===== config.mk =====
export PLATFORM = sky130hd
export DESIGN_NAME = depth_pixel_to_point
export DESIGN_NICKNAME = d
export VERILOG_FILES = /design/src/dpp_pkg.sv /design/src/dpp_cfg.sv /design/src/dpp_ctrl.sv /design/src/dpp_datapath.sv /design/src/depth_pixel_to_point.sv
export SDC_FILE = /design/constraint.sdc
export NUM_CORES = 2
export LEC_CHECK = 0
export BUFFER_PORTS_ARGS = -buffer_cell sky130_fd_sc_hd__buf_2
export CAP_MARGIN = 20
export CELL_PAD_IN_SITES_DETAIL_PLACEMENT = 0
export CELL_PAD_IN_SITES_GLOBAL_PLACEMENT = 1
export CORE_ASPECT_RATIO = 1.25
export CORE_MARGIN = 4
export CORE_UTILIZATION = 52
export CTS_BUF_LIST = sky130_fd_sc_hd__clkbuf_8
export DETAILED_ROUTE_END_ITERATION = 10
export PLACE_DENSITY_LB_ADDON = 0.05
export SETUP_SLACK_MARGIN = 0.5
export SLEW_MARGIN = 20
export SYNTH_ARGS = -nofsm -noshare
export SYNTH_HDL_FRONTEND = slang
export SYNTH_SLANG_ARGS = --single-unit

===== constraint.sdc =====
create_clock -name clk -period 7.7 [get_ports clk]
set_input_delay 0.385 -clock clk [delete_from_list [all_inputs] [get_ports clk]]
set_output_delay 0.385 -clock clk [all_outputs]
set_load 0.02 [all_outputs]

===== src/dpp_pkg.sv =====
// shared types and constants for the depth pixel to point block
`default_nettype none

package dpp_pkg;

    localparam int PIX_W   = 8;
    localparam int CTR_W   = 14;
    localparam int INV_W   = 24;
    localparam int SIZE_W  = 11;
    localparam int COORD_W = 24;
    localparam int ADDR_W  = 5;
    localparam int DATA_W  = 32;

    localparam logic signed [COORD_W-1:0] COORD_MAX = 24'sh7fffff;
    localparam logic signed [COORD_W-1:0] COORD_MIN = 24'sh800000;

    // register map, one word apart
    typedef enum logic [2:0] {
        REG_CENTER_X,
        REG_CENTER_Y,
        REG_INV_FOCAL_X,
        REG_INV_FOCAL_Y,
        REG_FRAME_WIDTH,
        REG_FRAME_HEIGHT,
        REG_COLOR_ENABLE
    } reg_idx_t;

    typedef struct packed {
        logic [PIX_W-1:0] depth;
        logic [PIX_W-1:0] blue_in;
        logic [PIX_W-1:0] green_in;
        logic [PIX_W-1:0] red_in;
    } pix_t;

    typedef struct packed {
        logic signed [COORD_W-1:0] point_x;
        logic signed [COORD_W-1:0] point_y;
        logic [PIX_W-1:0]          point_z;
        logic [PIX_W-1:0]          blue_out;
        logic [PIX_W-1:0]          green_out;
        logic [PIX_W-1:0]          red_out;
        logic                      point_valid;
        logic                      frame_last;
    } pt_t;

    typedef struct packed {
        logic [CTR_W-1:0]  center_x;
        logic [CTR_W-1:0]  center_y;
        logic [INV_W-1:0]  inv_focal_x;
        logic [INV_W-1:0]  inv_focal_y;
        logic [SIZE_W-1:0] frame_width;
        logic [SIZE_W-1:0] frame_height;
        logic              color_enable;
    } cfg_t;

    // datapath commands from the controller
    typedef struct packed {
        logic capture;
        logic mul_depth;
        logic mul_focal;
        logic load_out;
    } cmd_t;

endpackage

`default_nettype wire


===== src/dpp_cfg.sv =====
// configuration register bank behind the apb port
`default_nettype none

module dpp_cfg (
    input  wire logic                        clk,
    input  wire logic                        rst_n,
    input  wire logic                        psel,
    input  wire logic                        penable,
    input  wire logic                        pwrite,
    input  wire logic [dpp_pkg::ADDR_W-1:0]  paddr,
    input  wire logic [dpp_pkg::DATA_W-1:0]  pwdata,
    output logic      [dpp_pkg::DATA_W-1:0]  prdata,
    output logic                             pready,
    output dpp_pkg::cfg_t                    cfg
);

    dpp_pkg::cfg_t     cfg_reg;
    dpp_pkg::cfg_t     cfg_next;
    dpp_pkg::reg_idx_t idx;
    logic              wr_en;

    assign pready = 1'b1;
    assign idx    = dpp_pkg::reg_idx_t'(paddr[dpp_pkg::ADDR_W-1:2]);
    assign wr_en  = psel && penable && pwrite && pready;
    assign cfg    = cfg_reg;

    always_comb
    begin
        cfg_next = cfg_reg;
        if (wr_en)
        begin
            case (idx)
                dpp_pkg::REG_CENTER_X:     cfg_next.center_x = pwdata[dpp_pkg::CTR_W-1:0];
                dpp_pkg::REG_CENTER_Y:     cfg_next.center_y = pwdata[dpp_pkg::CTR_W-1:0];
                dpp_pkg::REG_INV_FOCAL_X:  cfg_next.inv_focal_x = pwdata[dpp_pkg::INV_W-1:0];
                dpp_pkg::REG_INV_FOCAL_Y:  cfg_next.inv_focal_y = pwdata[dpp_pkg::INV_W-1:0];
                dpp_pkg::REG_FRAME_WIDTH:  cfg_next.frame_width = pwdata[dpp_pkg::SIZE_W-1:0];
                dpp_pkg::REG_FRAME_HEIGHT: cfg_next.frame_height = pwdata[dpp_pkg::SIZE_W-1:0];
                dpp_pkg::REG_COLOR_ENABLE: cfg_next.color_enable = pwdata[0];
                default:                   cfg_next = cfg_reg;
            endcase
        end
    end

    always_comb
    begin
        case (idx)
            dpp_pkg::REG_CENTER_X:     prdata = dpp_pkg::DATA_W'(cfg_reg.center_x);
            dpp_pkg::REG_CENTER_Y:     prdata = dpp_pkg::DATA_W'(cfg_reg.center_y);
            dpp_pkg::REG_INV_FOCAL_X:  prdata = dpp_pkg::DATA_W'(cfg_reg.inv_focal_x);
            dpp_pkg::REG_INV_FOCAL_Y:  prdata = dpp_pkg::DATA_W'(cfg_reg.inv_focal_y);
            dpp_pkg::REG_FRAME_WIDTH:  prdata = dpp_pkg::DATA_W'(cfg_reg.frame_width);
            dpp_pkg::REG_FRAME_HEIGHT: prdata = dpp_pkg::DATA_W'(cfg_reg.frame_height);
            dpp_pkg::REG_COLOR_ENABLE: prdata = dpp_pkg::DATA_W'(cfg_reg.color_enable);
            default:                   prdata = '0;
        endcase
    end

    always_ff @(posedge clk or negedge rst_n)
    begin
        if (!rst_n)
        begin
            cfg_reg.center_x     <= 14'd4976;
            cfg_reg.center_y     <= 14'd3904;
            cfg_reg.inv_focal_x  <= 24'd28292;
            cfg_reg.inv_focal_y  <= 24'd28532;
            cfg_reg.frame_width  <= 11'd640;
            cfg_reg.frame_height <= 11'd480;
            cfg_reg.color_enable <= 1'b1;
        end
        else
        begin
            cfg_reg <= cfg_next;
        end
    end

endmodule

`default_nettype wire


===== src/dpp_ctrl.sv =====
// sequencing controller: capture, two multiply steps, output load
`default_nettype none

module dpp_ctrl (
    input  wire logic    clk,
    input  wire logic    rst_n,
    input  wire logic    pix_valid,
    output logic         pix_ready,
    output logic         pt_valid,
    input  wire logic    pt_ready,
    output dpp_pkg::cmd_t cmd
);

    typedef enum logic [1:0] {
        S_IDLE,
        S_MUL_DEPTH,
        S_MUL_FOCAL,
        S_SATURATE
    } state_t;

    state_t state_reg;
    state_t state_next;
    logic   pt_valid_reg;
    logic   pt_valid_next;
    logic   out_free;

    assign pix_ready = (state_reg == S_IDLE);
    assign pt_valid  = pt_valid_reg;
    // the output register can take a new point when empty or being drained
    assign out_free  = !pt_valid_reg || pt_ready;

    always_comb
    begin
        state_next    = state_reg;
        cmd           = '0;
        pt_valid_next = pt_valid_reg;
        if (pt_valid_reg && pt_ready)
        begin
            pt_valid_next = 1'b0;
        end
        case (state_reg)
            S_IDLE:
            begin
                if (pix_valid)
                begin
                    cmd.capture = 1'b1;
                    state_next  = S_MUL_DEPTH;
                end
            end
            S_MUL_DEPTH:
            begin
                cmd.mul_depth = 1'b1;
                state_next    = S_MUL_FOCAL;
            end
            S_MUL_FOCAL:
            begin
                cmd.mul_focal = 1'b1;
                state_next    = S_SATURATE;
            end
            S_SATURATE:
            begin
                if (out_free)
                begin
                    cmd.load_out  = 1'b1;
                    pt_valid_next = 1'b1;
                    state_next    = S_IDLE;
                end
            end
            default: state_next = S_IDLE;
        endcase
    end

    always_ff @(posedge clk or negedge rst_n)
    begin
        if (!rst_n)
        begin
            state_reg    <= S_IDLE;
            pt_valid_reg <= 1'b0;
        end
        else
        begin
            state_reg    <= state_next;
            pt_valid_reg <= pt_valid_next;
        end
    end

    a_load_when_free: assert property (@(posedge clk) disable iff (!rst_n)
        cmd.load_out |-> (!pt_valid_reg || pt_ready))
        else $error("output overwritten while a point is still held");

    a_request_to_saturate: assert property (@(posedge clk) disable iff (!rst_n)
        (pix_valid && pix_ready) |-> ##3 (state_reg == S_SATURATE))
        else $error("request did not reach the saturate step in time");

    a_load_sets_valid: assert property (@(posedge clk) disable iff (!rst_n)
        cmd.load_out |=> pt_valid_reg)
        else $error("loaded point not presented");

    a_valid_rise_source: assert property (@(posedge clk) disable iff (!rst_n)
        $rose(pt_valid_reg) |-> ($past(state_reg) == S_SATURATE))
        else $error("point presented without a finished computation");

endmodule

`default_nettype wire


===== src/dpp_datapath.sv =====
// raster counters, offset, multiply, round and saturate, output register
`default_nettype none

module dpp_datapath #(
    parameter int MAX_DIM       = 1024,
    parameter int OUT_FRAC_BITS = 8
) (
    input  wire logic          clk,
    input  wire logic          rst_n,
    input  wire dpp_pkg::cfg_t cfg,
    input  wire dpp_pkg::cmd_t cmd,
    input  wire dpp_pkg::pix_t pix,
    output dpp_pkg::pt_t       pt
);

    localparam int CNT_W  = $clog2(MAX_DIM);
    localparam int SZ_W   = (CNT_W + 1 > dpp_pkg::SIZE_W) ? CNT_W + 1 : dpp_pkg::SIZE_W;
    localparam int OFF_W  = ((CNT_W + 4 > dpp_pkg::CTR_W) ? CNT_W + 4 : dpp_pkg::CTR_W) + 1;
    localparam int MAG_W  = OFF_W - 1;
    localparam int PZ_W   = MAG_W + dpp_pkg::PIX_W;
    localparam int PROD_W = PZ_W + dpp_pkg::INV_W;
    localparam int SH     = 28 - OUT_FRAC_BITS;
    localparam logic [PROD_W:0] HALF    = (PROD_W + 1)'(1) << (SH - 1);
    localparam logic [PROD_W:0] LIM_POS = (PROD_W + 1)'(8388607);
    localparam logic [PROD_W:0] LIM_NEG = (PROD_W + 1)'(8388608);

    // raster position
    logic [CNT_W-1:0] col_reg;
    logic [CNT_W-1:0] col_next;
    logic [CNT_W-1:0] row_reg;
    logic [CNT_W-1:0] row_next;
    logic [SZ_W-1:0]  width_eff;
    logic [SZ_W-1:0]  height_eff;
    logic             end_row;
    logic             end_col_row;

    logic signed [OFF_W-1:0] dx;
    logic signed [OFF_W-1:0] dy;

    // captured pixel
    logic [dpp_pkg::PIX_W-1:0] z_reg;
    logic [dpp_pkg::PIX_W-1:0] blue_reg;
    logic [dpp_pkg::PIX_W-1:0] green_reg;
    logic [dpp_pkg::PIX_W-1:0] red_reg;
    logic                      last_reg;
    logic [MAG_W-1:0]          magx_reg;
    logic [MAG_W-1:0]          magy_reg;
    logic                      negx_reg;
    logic                      negy_reg;

    logic [PZ_W-1:0]   pzx_reg;
    logic [PZ_W-1:0]   pzy_reg;
    logic [PROD_W-1:0] px_reg;
    logic [PROD_W-1:0] py_reg;

    dpp_pkg::pt_t pt_reg;
    dpp_pkg::pt_t pt_next;

    function automatic logic [SZ_W-1:0] eff_size(input logic [dpp_pkg::SIZE_W-1:0] v);
        logic [SZ_W-1:0] ve;
        ve = SZ_W'(v);
        if (v == '0)
            return SZ_W'(1);
        else if (ve > SZ_W'(MAX_DIM))
            return SZ_W'(MAX_DIM);
        else
            return ve;
    endfunction

    // round half away from zero on the magnitude, then restore sign and clamp
    function automatic logic [dpp_pkg::COORD_W-1:0] round_sat(
        input logic [PROD_W-1:0] p,
        input logic              neg
    );
        logic [PROD_W:0] r;
        r = ({1'b0, p} + HALF) >> SH;
        if (neg)
        begin
            if (r > LIM_NEG)
                return dpp_pkg::COORD_MIN;
            else
                return ~r[dpp_pkg::COORD_W-1:0] + dpp_pkg::COORD_W'(1);
        end
        else
        begin
            if (r > LIM_POS)
                return dpp_pkg::COORD_MAX;
            else
                return r[dpp_pkg::COORD_W-1:0];
        end
    endfunction

    assign width_eff   = eff_size(cfg.frame_width);
    assign height_eff  = eff_size(cfg.frame_height);
    assign end_row     = (SZ_W'(col_reg) + SZ_W'(1)) >= width_eff;
    assign end_col_row = (SZ_W'(row_reg) + SZ_W'(1)) >= height_eff;

    assign dx = OFF_W'({col_reg, 4'b0000}) - OFF_W'(cfg.center_x);
    assign dy = OFF_W'(cfg.center_y) - OFF_W'({row_reg, 4'b0000});

    always_comb
    begin
        col_next = col_reg;
        row_next = row_reg;
        if (cmd.capture)
        begin
            if (end_row)
            begin
                col_next = '0;
                row_next = end_col_row ? '0 : row_reg + CNT_W'(1);
            end
            else
            begin
                col_next = col_reg + CNT_W'(1);
            end
        end
    end

    always_ff @(posedge clk or negedge rst_n)
    begin
        if (!rst_n)
        begin
            col_reg <= '0;
            row_reg <= '0;
        end
        else
        begin
            col_reg <= col_next;
            row_reg <= row_next;
        end
    end

    always_comb
    begin
        pt_next = pt_reg;
        if (cmd.load_out)
        begin
            pt_next.point_x     = round_sat(px_reg, negx_reg);
            pt_next.point_y     = round_sat(py_reg, negy_reg);
            pt_next.point_z     = z_reg;
            pt_next.blue_out    = blue_reg;
            pt_next.green_out   = green_reg;
            pt_next.red_out     = red_reg;
            pt_next.point_valid = (z_reg != '0);
            pt_next.frame_last  = last_reg;
        end
    end

    always_ff @(posedge clk)
    begin
        if (cmd.capture)
        begin
            z_reg     <= pix.depth;
            // colour only goes out for a valid depth with colour enabled
            blue_reg  <= (pix.depth != '0 && cfg.color_enable) ? pix.blue_in : '0;
            green_reg <= (pix.depth != '0 && cfg.color_enable) ? pix.green_in : '0;
            red_reg   <= (pix.depth != '0 && cfg.color_enable) ? pix.red_in : '0;
            last_reg  <= end_row && end_col_row;
            negx_reg  <= dx[OFF_W-1];
            negy_reg  <= dy[OFF_W-1];
            magx_reg  <= dx[OFF_W-1] ? MAG_W'(-dx) : MAG_W'(dx);
            magy_reg  <= dy[OFF_W-1] ? MAG_W'(-dy) : MAG_W'(dy);
        end
        if (cmd.mul_depth)
        begin
            pzx_reg <= PZ_W'(magx_reg) * PZ_W'(z_reg);
            pzy_reg <= PZ_W'(magy_reg) * PZ_W'(z_reg);
        end
        if (cmd.mul_focal)
        begin
            px_reg <= PROD_W'(pzx_reg) * PROD_W'(cfg.inv_focal_x);
            py_reg <= PROD_W'(pzy_reg) * PROD_W'(cfg.inv_focal_y);
        end
        pt_reg <= pt_next;
    end

    assign pt = pt_reg;

endmodule

`default_nettype wire


===== src/depth_pixel_to_point.sv =====
// a pixel request is taken in the idle state; its point is then worked through the
// capture, depth multiply, focal multiply and round/saturate steps run by the
// controller in turn, and no new pixel is taken until that point is loaded out
// a held point keeps the next pixel in its saturate step until the output drains
// reset: asynchronous active low, clears the raster counters to the frame origin,
// empties the output and loads the default camera registers
`default_nettype none

module depth_pixel_to_point #(
    parameter int MAX_DIM       = 1024,
    parameter int OUT_FRAC_BITS = 8
) (
    input  wire logic                        clk,
    input  wire logic                        rst_n,
    input  wire logic                        pix_valid,
    output logic                             pix_ready,
    input  wire dpp_pkg::pix_t               pix,
    output logic                             pt_valid,
    input  wire logic                        pt_ready,
    output dpp_pkg::pt_t                     pt,
    input  wire logic                        psel,
    input  wire logic                        penable,
    input  wire logic                        pwrite,
    input  wire logic [dpp_pkg::ADDR_W-1:0]  paddr,
    input  wire logic [dpp_pkg::DATA_W-1:0]  pwdata,
    output logic      [dpp_pkg::DATA_W-1:0]  prdata,
    output logic                             pready
);

    dpp_pkg::cfg_t cfg;
    dpp_pkg::cmd_t cmd;

    dpp_cfg u_cfg (
        .clk     (clk),
        .rst_n   (rst_n),
        .psel    (psel),
        .penable (penable),
        .pwrite  (pwrite),
        .paddr   (paddr),
        .pwdata  (pwdata),
        .prdata  (prdata),
        .pready  (pready),
        .cfg     (cfg)
    );

    dpp_ctrl u_ctrl (
        .clk       (clk),
        .rst_n     (rst_n),
        .pix_valid (pix_valid),
        .pix_ready (pix_ready),
        .pt_valid  (pt_valid),
        .pt_ready  (pt_ready),
        .cmd       (cmd)
    );

    dpp_datapath #(
        .MAX_DIM       (MAX_DIM),
        .OUT_FRAC_BITS (OUT_FRAC_BITS)
    ) u_datapath (
        .clk   (clk),
        .rst_n (rst_n),
        .cfg   (cfg),
        .cmd   (cmd),
        .pix   (pix),
        .pt    (pt)
    );

endmodule

`default_nettype wire

==> flow_metrics.py <==
metrics = {
    "floorplanning": {
        "core_um2": 110000,
        "rows": 136,
        "die_h_um": 380,
        "ios": 193,
        "initial_core_util": 0.524,
        "fp.dieW_um": 306,
        "dieArea_um2": 116000,
    },
    "logic_synthesis": {
        "ys.flop_type": "edfxtp_1",
        "synthCells": 5963,
        "syn_avg_cell_area_um2": 9.67,
        "ys_ff_latch": 365,
        "ys_types": 86,
        "synth_edf_count": 243,
        "ys_seq_area_frac": 0.180,
        "synth_area_um2": 57700,
        "ys_warn_count": 0,
        "synth-async-reset-ratio": 0.334,
    },
    "global_route": {
        "grt_pass1_wl_um": 254000,
        "grt_pass1_vias": 44827,
        "grt_max_degree": 78,
        "track_usage": 0.280,
        "grt-ovfl-total": 0,
        "grt_antenna_before_repair": 6,
    },
    "timing": {
        "slew_violations": 0,
        "setup_viol": 0,
        "fmax_ghz": 0.142,
        "rsz0062_at_grt": "true",
        "tns_ns": 0,
        "slew-limit-headroom": 0.304,
        "fin_worst_skew_ns": 0.0506,
        "worstMarginPinSlew_ns": 1.04,
        "finalHoldViolCount": 0,
        "period_minus_slack_ns": 7.03,
        "fin_crit_sh": 0.913,
    },
    "route": {
        "ant_nets": 0,
        "wl_per_cell_um": 20.8,
        "drt-vias-per-instance": 5.45,
        "drt_pass1_iterations": 6,
        "dr.first_iter.drc_count": 2340,
        "drc": 0,
        "drt-total-wl_um": 161000,
        "vias": 42138,
    },
    "run": {
        "maxCapViolCount": 0,
    },
    "clock_network": {
        "cts_tree": "done",
        "cts_buffers": 68,
        "cts_root_buffer": "clkbuf_8",
        "cts.sinks": 365,
        "clock_path_buffers": 3,
        "cts.reportedPaths.clkPinSlew_ns": 0.07,
        "worst_skew_pair.late_latency_ns": 0.75,
        "cts_max_level": 3,
    },
    "setup_path": {
        "slowest_stage": "dfstp_4",
        "critPathArrivalTime_ns": 7.50,
        "cp-start-kind": "register",
        "reg2reg_slack_ns": 0.67,
        "cp_slowest_stage_delay_ns": 0.72,
        "ff2ff_path_depth": 25,
        "critPathCapture": "u_datapath.px_reg[43]$_DFFE_PP_",
        "r2r_start": "u_cfg.cfg[56]$_DFFE_PN1P_",
        "path_class": "reg2reg",
        "crit_fanout": 15,
        "cp_data_required_time_ns": 8.17,
        "cp-startpoint": "u_cfg.cfg[56]$_DFFE_PN1P_",
        "critPathMostFrequentCell": "fa_1",
        "r2r-end": "u_datapath.px_reg[43]$_DFFE_PP_",
        "end_kind": "register",
    },
    "finish": {
        "largest_register_ffs": 99,
        "final_layout_size_suffix_gt1_frac": 0.117,
        "final_cell_mix": "1062 x inv_1, 1016 x fa_1, 891 x nand2_1",
        "final_common_cell": "inv_1",
        "final_nets": 7769,
        "area_growth_pct": 10.6,
    },
    "place": {
        "port_buffers": 173,
        "place.gp.congestion": 0.900,
        "place_hpwl_um": 128000,
    },
    "min_path": {
        "holdCritPathClass": "in2reg",
    },
    "run_status": {
        "outcome": "finished, final reports clean",
    },
}
## routing by layer
metal / up-vias / share of wire / track usage / wire (um)
met5: - / 0 / 0 / 0
met4: 0 / 0.034 / 0.0874 / 5410
met3: 258 / 0.061 / 0.0438 / 9850
met2: 1180 / 0.49 / 0.477 / 79300
met1: 21640 / 0.41 / 0.368 / 66400
li1: 19060 / - / - / -
## critical path: cells and delay by family, from the launching register on
kind / cells / cell delay, ns
AO/OA/AOI/OAI: 4 / 0.78
XOR/XNOR: 1 / 0.13
adder cells (fa/ha/maj): 8 / 3.80
buffers and inverters: 8 / 0.92
flip-flops: 1 / 0.72
AND/OR/NAND/NOR: 4 / 0.39
## cells by family after synthesis
family / count (synthesis) / synth area share
mux: 137 / 0.0268
buf+inv: 1344 / 0.0884
flops: 365 / 0.180
fa+ha+maj: 1473 / 0.452
compound gates: 464 / 0.0530
other cells: 2 / 0.000130
xor+xnor: 209 / 0.0319
simple gates: 1969 / 0.167
## metrics by stage
step	instance area [um2]	hold WS, ns	setup WS (ns)	instances	utilization
after global placement	60800	0.400	0.261	7495	0.553
after floorplan	57700	0.0894	1.01	5970	-
after detailed placement	60800	0.405	0.239	7495	0.553
final	63700	0.0962	0.670	7726	0.579
after CTS	63000	0.00616	0.488	7679	0.573
after global routing	63700	0.0529	0.458	7725	0.579
## layout make-up
class                      count  area, um2
antenna                        3       7.51
clock buffer                  80       1100
clock inverter                44        434
fill                        9872      46300
inverter                    1051       3950
multi-input combinational   4261      42400
sequential                   365      10500
tap                         1449       1810
timing repair buffer         473       3580
## worst min-delay path by stage
| stage | start | to | slack, ns | cells after the start |
|---|---|---|---|---|
| floorplan | rst_n | u_cfg.cfg[10]$_DFFE_PN0P_ | 0.09 | 0 |
| global placement | u_datapath.green_reg[7]$_SDFFCE_PN0P_ | u_datapath.pt[17]$_DFFE_PP_ | 0.40 | 0 |
| detailed placement | u_datapath.last_reg$_DFFE_PP_ | u_datapath.pt[0]$_DFFE_PP_ | 0.40 | 0 |
| CTS | pix_valid | u_ctrl.state_reg[1]$_DFFE_PN0P_ | 0.006 | 5 |
| global route | pwdata[2] | u_cfg.cfg[14]$_DFFE_PN0P_ | 0.05 | 2 |
| finish | pix_valid | u_ctrl.state_reg[1]$_DFFE_PN0P_ | 0.1 | 5 |
## cells in the mapped netlist (11+ instances only)
library cell  instances  share of area
a211oi_1             23         0.0030
a21o_1               56         0.0073
a21oi_1             120          0.010
a311oi_1             12         0.0018
a31oi_1              25         0.0027
and2_1              608          0.066
and3_1               30         0.0033
buf_4                11         0.0014
clkbuf_1            271          0.018
dfrtp_1              87          0.038
dfstp_2              35          0.016
edfxtp_1            243           0.13
fa_1               1017           0.35
ha_1                456          0.099
inv_1              1051          0.068
mux2_2              101          0.020
mux2i_1              32         0.0056
nand2_1             892          0.058
nand2b_1             26         0.0028
nand3_1              72         0.0062
nand4_1              33         0.0036
nor2_1              154          0.010
nor2b_1              22         0.0024
nor3_1               53         0.0046
nor4_1               22         0.0024
o21a_1               17         0.0022
o21ai_0              95         0.0082
o21bai_1             15         0.0020
o31ai_1              15         0.0020
or3_1                19         0.0021
xnor2_1             144          0.022
xor2_1               64         0.0097
## timing repair
action                                 4_1_cts  5_1_grt
setup endpoints to repair                   22       32
resized for setup                           16       63
hold buffers                                56        0
pin swaps                                    2       13
endpoints found under the hold margin      145        0
setup buffers                                4       44
Power is left out: the tool's default activity adds up to more than one toggle a clock period on the data nets, which glitch-free logic cannot reach.
